--- src/rtl/core/bpfa_pkg.sv ---
// Shared types and constants for the bitmap page frame allocator.
package bpfa_pkg;

  // Bitmap word geometry: one RAM row holds WORD_W frame bits.
  localparam int unsigned WORD_W = 16;
  localparam int unsigned BIT_W  = 4;

  localparam int unsigned DEF_MAX_PAGES = 32;
  localparam int unsigned RESET_PAGES   = 32;

  localparam int unsigned CMD_W    = 2;
  localparam int unsigned PAGE_W   = 5;
  localparam int unsigned STATUS_W = 2;
  localparam int unsigned COUNT_W  = 6;

  typedef enum logic [CMD_W-1:0] {
    CMD_ALLOC = 2'd0,
    CMD_FREE  = 2'd1,
    CMD_TEST  = 2'd2
  } cmd_e;

  typedef enum logic [STATUS_W-1:0] {
    ST_OK    = 2'd0,
    ST_NONE  = 2'd1,
    ST_RANGE = 2'd2
  } status_e;

  typedef enum logic [1:0] {
    S_IDLE,
    S_RD,
    S_CHK
  } state_e;

endpackage

--- src/rtl/core/bitmap_page_frame_allocator_core.sv ---
// Top level of the bitmap first-fit page frame allocator.
// The used-frame bitmap lives in a RAM of 16-bit words with one bit per frame, and a
// per-word valid flag makes a word that was never written since reset or since the
// last limit write read as all free, so neither needs a clearing pass. Commands arrive
// as words on a valid/ready channel: 0 allocates the lowest free frame below the
// limit, 1 frees a frame, 2 tests a frame, 3 does nothing; every result word carries
// the free count after the command. A test or free steps through accept, RAM read, and
// check and write back. An allocate accepts, then reads and checks one bitmap word
// after another until one holds a free frame or none is left below the limit. The
// result goes to an output register, so the next command is taken while a result
// still waits. Writing cfg_data_i (frame count, saturated to MAX_PAGES) restarts the
// allocator: all frames free and the count set to the new limit.
module bitmap_page_frame_allocator_core #(
  parameter int unsigned MAX_PAGES = bpfa_pkg::DEF_MAX_PAGES
) (
  input  logic                           clk_i,
  input  logic                           rst_ni,
  input  logic                           cfg_we_i,
  input  logic [bpfa_pkg::COUNT_W-1:0]   cfg_data_i,
  input  logic                           in_valid_i,
  output logic                           in_ready_o,
  input  logic [bpfa_pkg::CMD_W-1:0]     cmd_i,
  input  logic [bpfa_pkg::PAGE_W-1:0]    page_i,
  output logic                           out_valid_o,
  input  logic                           out_ready_i,
  output logic [bpfa_pkg::STATUS_W-1:0]  status_o,
  output logic [bpfa_pkg::PAGE_W-1:0]    page_out_o,
  output logic                           allocated_o,
  output logic [bpfa_pkg::COUNT_W-1:0]   free_count_o
);

  import bpfa_pkg::*;

  localparam int unsigned NUM_WORDS = (MAX_PAGES + WORD_W - 1) / WORD_W;
  localparam int unsigned WADDR_W   = (NUM_WORDS > 1) ? $clog2(NUM_WORDS) : 1;
  localparam int unsigned PIDX_W    = WADDR_W + BIT_W;
  localparam int unsigned CMP_W     = ((PIDX_W > COUNT_W) ? PIDX_W : COUNT_W) + 1;
  localparam int unsigned RST_LIM   = (RESET_PAGES > MAX_PAGES) ? MAX_PAGES : RESET_PAGES;

  // State registers
  state_e               state_q, state_d;
  logic [CMD_W-1:0]     cmd_q;
  logic [PAGE_W-1:0]    page_q;
  logic [WADDR_W-1:0]   widx_q, widx_d;
  logic [COUNT_W-1:0]   limit_q, limit_d;
  logic [COUNT_W-1:0]   free_q, free_d;
  logic [NUM_WORDS-1:0] vld_q, vld_d;

  // Result register
  logic                 out_valid_q;
  logic [STATUS_W-1:0]  status_q, status_d;
  logic [PAGE_W-1:0]    page_out_q, page_out_d;
  logic                 allocated_q, allocated_d;
  logic                 out_load;

  // RAM port
  logic                 ram_we, ram_re;
  logic [WORD_W-1:0]    ram_wdata, ram_rdata;

  // Word evaluation
  logic [WORD_W-1:0]    word, cand, lane_ok;
  logic                 hit;
  logic [BIT_W-1:0]     hit_bit;
  logic [BIT_W-1:0]     bit_sel;
  logic                 page_used, in_range, more, out_free;
  logic [CMP_W-1:0]     limit_ext, next_base;
  logic [COUNT_W-1:0]   cfg_lim;

  bpfa_ram #(
    .WIDTH (WORD_W),
    .DEPTH (NUM_WORDS),
    .AW    (WADDR_W)
  ) u_map (
    .clk_i   (clk_i),
    .we_i    (ram_we),
    .waddr_i (widx_q),
    .wdata_i (ram_wdata),
    .re_i    (ram_re),
    .raddr_i (widx_q),
    .rdata_o (ram_rdata)
  );

  // Saturate the written frame count to the bitmap size.
  assign cfg_lim = ({{(32-COUNT_W){1'b0}}, cfg_data_i} > MAX_PAGES) ?
                   COUNT_W'(MAX_PAGES) : cfg_data_i;

  // A row not written since the last restart reads as all free.
  assign word      = vld_q[widx_q] ? ram_rdata : '0;
  assign limit_ext = CMP_W'(limit_q);
  assign bit_sel   = page_q[BIT_W-1:0];
  assign page_used = word[bit_sel];
  assign in_range  = {1'b0, page_q} < limit_q;
  assign next_base = CMP_W'({widx_q, {BIT_W{1'b0}}}) + CMP_W'(WORD_W);
  assign more      = (next_base < limit_ext) && (widx_q != WADDR_W'(NUM_WORDS - 1));
  assign out_free  = !out_valid_q || out_ready_i;

  // Frames of this word that lie below the limit
  always_comb begin
    for (int b = 0; b < WORD_W; b++) begin
      lane_ok[b] = CMP_W'({widx_q, BIT_W'(b)}) < limit_ext;
    end
  end

  assign cand = ~word & lane_ok;

  // Lowest free frame in the word
  always_comb begin
    hit     = 1'b0;
    hit_bit = '0;
    for (int b = WORD_W - 1; b >= 0; b--) begin
      if (cand[b]) begin
        hit     = 1'b1;
        hit_bit = BIT_W'(b);
      end
    end
  end

  // Sequencer: accept, read one bitmap word, check and write back.
  // A write back happens in S_CHK and the next read of the same row only in a
  // later S_RD, after S_IDLE, so no forwarding path is needed.
  always_comb begin
    state_d     = state_q;
    widx_d      = widx_q;
    limit_d     = limit_q;
    free_d      = free_q;
    vld_d       = vld_q;
    in_ready_o  = 1'b0;
    ram_re      = 1'b0;
    ram_we      = 1'b0;
    ram_wdata   = word;
    out_load    = 1'b0;
    status_d    = ST_OK;
    page_out_d  = '0;
    allocated_d = 1'b0;

    case (state_q)
      S_IDLE: begin
        in_ready_o = 1'b1;
        if (in_valid_i) begin
          widx_d  = (cmd_i == CMD_ALLOC) ? '0 : WADDR_W'(page_i >> BIT_W);
          state_d = S_RD;
        end
      end
      S_RD: begin
        if (cmd_q == CMD_ALLOC) begin
          ram_re = (limit_q != '0);
        end else if (cmd_q == CMD_FREE || cmd_q == CMD_TEST) begin
          ram_re = in_range;
        end
        state_d = S_CHK;
      end
      S_CHK: begin
        if (cmd_q == CMD_ALLOC) begin
          if (limit_q != '0 && !hit && more) begin
            // nothing free here, scan the next word
            widx_d  = widx_q + 1'b1;
            state_d = S_RD;
          end else if (out_free) begin
            out_load = 1'b1;
            state_d  = S_IDLE;
            if (limit_q != '0 && hit) begin
              page_out_d     = PAGE_W'({widx_q, hit_bit});
              ram_we         = 1'b1;
              ram_wdata      = word | (WORD_W'(1) << hit_bit);
              vld_d[widx_q]  = 1'b1;
              free_d         = free_q - 1'b1;
            end else begin
              status_d = ST_NONE;
            end
          end
        end else if (out_free) begin
          out_load = 1'b1;
          state_d  = S_IDLE;
          if (cmd_q == CMD_FREE || cmd_q == CMD_TEST) begin
            if (!in_range) begin
              status_d = ST_RANGE;
            end else begin
              allocated_d = page_used;
              if (cmd_q == CMD_FREE && page_used) begin
                ram_we        = 1'b1;
                ram_wdata     = word & ~(WORD_W'(1) << bit_sel);
                vld_d[widx_q] = 1'b1;
                free_d        = free_q + 1'b1;
              end
            end
          end
        end
      end
      default: begin
        state_d = S_IDLE;
      end
    endcase

    // Limit write restarts the allocator; user to issue it only when idle, unchecked.
    if (cfg_we_i) begin
      limit_d = cfg_lim;
      free_d  = cfg_lim;
      vld_d   = '0;
    end
  end

  always_ff @(posedge clk_i or negedge rst_ni) begin
    if (!rst_ni) begin
      state_q     <= S_IDLE;
      widx_q      <= '0;
      limit_q     <= COUNT_W'(RST_LIM);
      free_q      <= COUNT_W'(RST_LIM);
      vld_q       <= '0;
      out_valid_q <= 1'b0;
    end else begin
      state_q <= state_d;
      widx_q  <= widx_d;
      limit_q <= limit_d;
      free_q  <= free_d;
      vld_q   <= vld_d;
      if (out_load) begin
        out_valid_q <= 1'b1;
      end else if (out_ready_i) begin
        out_valid_q <= 1'b0;
      end
    end
  end

  // Command and result payload
  always_ff @(posedge clk_i) begin
    if (in_valid_i && in_ready_o) begin
      cmd_q  <= cmd_i;
      page_q <= page_i;
    end
    if (out_load) begin
      status_q    <= status_d;
      page_out_q  <= page_out_d;
      allocated_q <= allocated_d;
    end
  end

  // Save for a limit write, free_q moves only as a result loads, and so matches it.
  logic [COUNT_W-1:0] free_out_q;
  always_ff @(posedge clk_i) begin
    if (out_load) begin
      free_out_q <= free_d;
    end
  end

  assign out_valid_o  = out_valid_q;
  assign status_o     = status_q;
  assign page_out_o   = page_out_q;
  assign allocated_o  = allocated_q;
  assign free_count_o = free_out_q;

endmodule

--- src/rtl/core/bpfa_ram.sv ---
// Generic single-port-write, single-port-read RAM with registered read data.
module bpfa_ram #(
  parameter int unsigned WIDTH = 16,
  parameter int unsigned DEPTH = 2,
  parameter int unsigned AW    = (DEPTH > 1) ? $clog2(DEPTH) : 1
) (
  input  logic             clk_i,
  input  logic             we_i,
  input  logic [AW-1:0]    waddr_i,
  input  logic [WIDTH-1:0] wdata_i,
  input  logic             re_i,
  input  logic [AW-1:0]    raddr_i,
  output logic [WIDTH-1:0] rdata_o
);

  logic [WIDTH-1:0] mem [DEPTH];
  logic [WIDTH-1:0] rdata_q;

  always_ff @(posedge clk_i) begin
    if (we_i) begin
      mem[waddr_i] <= wdata_i;
    end
    if (re_i) begin
      rdata_q <= mem[raddr_i];
    end
  end

  assign rdata_o = rdata_q;

endmodule

--- config.mk ---
export PLATFORM = sky130hd
export DESIGN_NAME = bitmap_page_frame_allocator_core
export DESIGN_NICKNAME = d
export VERILOG_FILES = /design/src/rtl/core/bpfa_pkg.sv /design/src/rtl/core/bitmap_page_frame_allocator_core.sv /design/src/rtl/core/bpfa_ram.sv
export SDC_FILE = /design/constraint.sdc
export NUM_CORES = 1
export LEC_CHECK = 0
export BUFFER_PORTS_ARGS = -buffer_cell sky130_fd_sc_hd__buf_4
export CAP_MARGIN = 20
export CORE_UTILIZATION = 60
export CTS_CLUSTER_SIZE = 40
export DETAILED_ROUTE_END_ITERATION = 8
export PLACE_DENSITY = 0.8
export SLEW_MARGIN = 30
export SYNTH_ARGS = -nofsm -noshare
export SYNTH_HDL_FRONTEND = slang
export SYNTH_HIERARCHICAL = 1
export SYNTH_SLANG_ARGS = --single-unit
--- constraint.sdc ---
create_clock -name clk_i -period 6.5 [get_ports clk_i]
set_input_delay 0.325 -clock clk_i [delete_from_list [all_inputs] [get_ports clk_i]]
set_output_delay 0.325 -clock clk_i [all_outputs]
set_load 0.05 [all_outputs]
# ---- Word-level counts from Yosys, hierarchy flattened
# Memory sizes are Yosys's and may differ from the RTL's. A register that Yosys moved wholly into a read port is not among the register bits.
# Index checks and enable logic that the tools add are counted.
dict set report totals {
  in_bits 18
  n_memories 1
  output_inout_bits 16
  elab_cells 197
  ram_bits 32
  reg_bits 39
}
dict set report classes {
  eq_ne 9
  mux 107
  add_sub_neg 4
  n_shift 2
  bitwise_logic 13
  n_lt_le_gt_ge 22
  n_reduce_logical 27
}
# memory words word_bits rd rd_ports_with_merged_regs wr line
set memory_table {}
lappend memory_table {u_map.mem 2 16 1 1 1 bpfa_ram.sv:16} ;# logic [WIDTH-1:0] mem [DEPTH];
# op n
set ops {}
lappend ops {{$mux 16} 10}
lappend ops {{$lt 5x6->1} 17}
lappend ops {{$mux 6} 11}
lappend ops {{$mux 4} 16}
lappend ops {{$mux 1} 48}
lappend ops {{$mux 2} 18}
lappend ops {{$and 16x16->16} 2}
lappend ops {{$not 16->16} 2}
lappend ops {{$shl 1x4->16 const A} 2}
lappend ops {{$or 16x16->16} 1}
lappend ops {{$reduce_bool 3->1} 5}
lappend ops {{$reduce_or 5->1} 2}
lappend ops {{$reduce_and 8->1} 1}
lappend ops {{$logic_and 1x1->1} 7}
lappend ops {{$not 1->1} 7}
lappend ops {{$add 5x5->6 const B} 1}
lappend ops {{$add 6x1->6 const B} 1}
lappend ops {{$gt 6x6->1 const B} 1}
lappend ops {{$logic_not 2->1} 3}
lappend ops {{$lt 6x6->1} 1}
lappend ops {{$ne 2x2->1 const B} 3}
lappend ops {{$pmux 2 s3} 1}
lappend ops {{$reduce_bool 2->1} 3}
lappend ops {{$reduce_bool 6->1} 1}
lappend ops {{other kinds (16)} 20}

# ---- Depth between registers and ports, before layout
dict set report depth {
  ltp_word 29
  mapped_depth 12
  ltp_nobuf 10
}

# ---- Cells and area by module
# Netlist, hierarchy kept.
# module instances cells_per_inst area_each_um2 seq_area_each_um2
set by_module_without_submodules {}
lappend by_module_without_submodules {bitmap_page_frame_allocator_core 1 344 3195.6 1083.5}
lappend by_module_without_submodules {bpfa_ram 1 68 1702.9 1441.4}

# ---- Worst setup path after synthesis
# Ideal clock, no wire load.
dict set report synth_path {
  path_type {register to register}
  from {register widx_q}
  to {memory u_map.mem[0][0], enable pin}
  period_less_slack_ns 3.546
  t_required_ns 6.110
  setup_ns 0.390
  setup_slack_ns 2.954
  n_path_buf 2
  path_stages_with_launch 13
  arrival_time_ns 3.156
  cell_sequence {dfrtp_1 > inv_1 > ha_1 > buf_2 > and4bb_1 > a22o_1 > o21bai_1 > or4b_1 > buf_2 > or2_4 > a31oi_4 > nor2_1 > nor2b_1}
}
dict set report synth_between {
  elab_chain_len 29
  elab_cells_between_ends 59
  cone_classes {add/sub: 1; order compare: 17; mux: 32; bitwise: 3; reduce/logical: 6}
}
# element line
set synth_rtl {}
lappend synth_rtl {{start: declaration} bitmap_page_frame_allocator_core.sv:44} ;# logic [WADDR_W-1:0] widx_q, widx_d;
lappend synth_rtl {{start signal: assignment} bitmap_page_frame_allocator_core.sv:212} ;# widx_q <= widx_d;
lappend synth_rtl {{parallel branches: the longest is 25 deep, another holds $lt 5x6->1} -}
lappend synth_rtl {{$mux 1 *} bitmap_page_frame_allocator_core.sv:153} ;# if (cmd_q == CMD_ALLOC) begin
lappend synth_rtl {{$mux 1 *} bitmap_page_frame_allocator_core.sv:136} ;# case (state_q)
lappend synth_rtl {{net ram_we} bitmap_page_frame_allocator_core.sv:57} ;# logic ram_we, ram_re;
lappend synth_rtl {{$mux 1 *} bpfa_ram.sv:20} ;# if (we_i) begin
lappend synth_rtl {{$mux 1 (implied by the code) *} bpfa_ram.sv:21} ;# mem[waddr_i] <= wdata_i;
lappend synth_rtl {{end: declaration} bpfa_ram.sv:16}
# Mark *: on every way through the listed nets, which the timed path passes. The select of a mux whose other input is x is not followed.

# ---- Worst setup path in the final report
dict set report layout_path {
  from {register widx_q}
  to {memory u_map.mem[1][10], enable pin}
}
# Same word-level chain as after synthesis.

==> impl_metrics.tcl <==
set metrics [dict create \
    dr.pass1.iters 5 \
    clk_pin_slew_ns 0.09 \
    nets 472 \
    setup_viol 0 \
    timing.rr.end "u_map/mem[1][10]$_DFFE_PP_" \
    core-area_um2 7807 \
    drv_slew 0 \
    ys.flop_type "edfxtp_1" \
    drive_gt1_share_pct 21.03 \
    vias 3697 \
    path_cells "buf_4 > inv_1 > ha_1 > and4bb_1 > a21oi_1 > o21ai_1 > or4b_1 > or2_4 > a31oi_4 > nor2_1 > and2_1" \
    synth_seq_cells 87 \
    reg2reg_depth 11 \
    area_growth_pct 9.885 \
    hold_viol 0 \
    grt_pass1_wl_mm 18.64 \
    dieArea_um2 8529 \
    worstHoldStart "page_i[0]" \
    numPortBuffers 33 \
    rows 32 \
    yosys_warnings 6 \
    drt_iter0_markers 348 \
    antenna_found_initial 0 \
    required_ns 6.51 \
    io_pins 34 \
    cts_tree "built" \
    setup-tns-final_ns 0 \
    path_class "register to register" \
    fin_crit_ns 4.249 \
    hold_slack_ns 0.1330 \
    leakagePower_nw 1.967 \
    die_width_um 92.36 \
    cts_root_buf "clkbuf_8" \
    clock-sinks 87 \
    placed_area_um2 5180 \
    syn_inst 412 \
    final_cells 549 \
    avgSynthCellArea_um2 11.89 \
    synth_nets 442 \
    cts_setup_buffers 0 \
    worst_ep_arrival_time_ns 4.26 \
    antenna_cells 0 \
    hold_end "page_q[0]$_DFFE_PP_" \
    clk_latency_ns 0.36 \
    initial_utilization_pct 62.74 \
    finish.instance_area_um2 5383 \
    grt_max_degree 28 \
    ys_seq_area_share_pct 51.55 \
    h-tree-depth 3 \
    ctsLongestPathBuffers 2 \
    wl_per_cell_um 21.37 \
    place_inst 532 \
    synthArstFlopShare_pct 20.69 \
    viasPerCell 6.734 \
    grt_remaining_overflow 0 \
    holdCritPathClass "input pin to register" \
    grt_pass1_vias 3515 \
    crit_fanout 26 \
    skew_ns 0.009886 \
    synth_edf_count 69 \
    ys_types 83 \
    fin_crit_sh_pct 65.37 \
    slew_headroom_pct 46.22 \
    cts-buffers-inserted 9 \
    r2r_slack_ns 2.25 \
    slowest_stage "or4b_1" \
    slowest_delay_ns 0.68 \
    gp_congestion 0.9573 \
    drc 0 \
    routed_wl_mm 11.73 \
    status "complete, no violations" \
    rsz0062_at_grt "no" \
    worst_slew_pin_slew_ns 0.8058 \
    grt_use_total_pct 29.53 \
    postRouteAntennaNets 0 \
    synth_area_um2 4898 \
    powerDensity_nw_per_um2 317.3 \
    end_kind "register" \
    fp.dieH_um 92.36 \
    cp-start-kind "register" \
    maxCapViolCount 0 \
    timing.rr.start "widx_q$_DFFE_PN0P_" \
    hold_depth 1 \
    hpwl_mm 8.680 \
    ir_drop_v 0.0001971 \
    timing.fmax_mhz 235.3 \
]
[flip-flops by register name (all words and copies together) (netlist names)]
signal,count
state_q,2
vld_q,2
page_out_o,5
u_map/mem,32
free_count_o,6
allocated_o,1
page_q,5
limit_q,6
widx_q,1
free_q,6
cmd_q,2
out_valid_o,1
status_o,2
u_map/rdata_o,16
[how the worst max path moves through the flow]
stage / from / end / slack, ns / depth (start not counted)
floorplan: widx_q$_DFFE_PN0P_ / u_map/mem[0][0]$_DFFE_PP_ / 2.95 / 12
global placement: widx_q$_DFFE_PN0P_ / u_map/mem[1][8]$_DFFE_PP_ / 2.46 / 11
detailed placement: widx_q$_DFFE_PN0P_ / u_map/mem[1][9]$_DFFE_PP_ / 2.32 / 11
CTS: widx_q$_DFFE_PN0P_ / u_map/mem[1][10]$_DFFE_PP_ / 2.29 / 11
global route: widx_q$_DFFE_PN0P_ / u_map/mem[1][10]$_DFFE_PP_ / 1.99 / 11
finish: widx_q$_DFFE_PN0P_ / u_map/mem[1][10]$_DFFE_PP_ / 2.25 / 11
[area by class of cell]
cell class,count,area [um2]
clock buffers,9,123.9
clock inverters,7,68.82
fillers,541,2425
inverters,16,60.06
multi-input cells,291,2197
flip-flops and latches,87,2525
well taps,102,127.6
repair buffers,37,280.3
[per-stage QoR]
| step | power, mW | utilization [%] | worst slack [ns] |
|---|---|---|---|
| 6_report | 1.708 | 68.94 | 2.251 |
| 5_1_grt | 1.777 | 68.94 | 1.995 |
| 4_1_cts | 1.700 | 68.94 | 2.289 |
| 3_5_place_dp | 1.331 | 66.35 | 2.325 |
| 3_3_place_gp | 1.319 | 66.31 | 2.459 |
| 2_1_floorplan | 1.195 | - | 2.954 |
[Yosys cell counts (all sizes together) (6+ instances only)]
master	instances	area share, %
o31ai	10	1.5
o21ai	26	2.7
nor2	32	2.6
a22oi	6	0.92
inv	14	1.1
nand3	14	1.4
ha	12	3.1
edfxtp	69	42
a21oi	17	1.7
nand2	30	2.3
and2	6	0.77
a31oi	6	1.1
clkbuf	8	0.61
mux2	17	4.8
dfrtp	16	8.2
buf	10	1.8
nor3	12	1.7
[worst max-delay path: cells and delay by family, from the launching register on]
kind                       cells  cell delay [ns]
and+or+nand+nor                5             1.93
buffers and inverters          2             0.53
AOI/OAI and AO/OA              3             0.58
DFF                            1             0.33
adders and majority gates      1             0.50
[cells in the final DEF (no fill, tap or decap), drive strengths merged, types with 6 or more instances in the layout]
| cell | instances |
|---|---|
| nor3 | 12 |
| ha | 12 |
| and2 | 6 |
| a21oi | 17 |
| o21ai | 26 |
| buf | 36 |
| mux2 | 17 |
| nor2 | 32 |
| dfrtp | 16 |
| a22oi | 6 |
| inv | 16 |
| edfxtp | 69 |
| a31oi | 6 |
| nand3 | 14 |
| nand2 | 30 |
| clkbuf | 9 |
| o31ai | 10 |
[layer usage]
| metal | part of all wire (%) | track usage, % | vias up |
|---|---|---|---|
| met3 | 9.3 | 4.926 | 28 |
| met2 | 46 | 44.94 | 213 |
| met4 | 2.5 | 12.76 | 0 |
| met5 | 0 | 0 | - |
| li1 | - | - | 1666 |
| met1 | 42 | 41.98 | 1790 |
[power by group]
part	switching [mW]	leakage (nW)	internal [mW]
clock network	0.194	0.0974	0.178
logic	0.385	1.00	0.216
registers	0.0566	0.869	0.678
[cells by family after synthesis]
logic type,Yosys count,synth area share (%)
simple gates,127,14.53
mux,23,7.484
flops,87,51.55
fa+ha+maj,12,3.065
buf+inv,34,3.653
compound gates,129,19.72
[what timing repair did]
action / 4_1_cts / 5_1_grt
gates resized for setup: 0 / 0
hold buffers: 1 / 0
hold endpoints to repair: 16 / 0
Power figures use the tool's default switching activity.
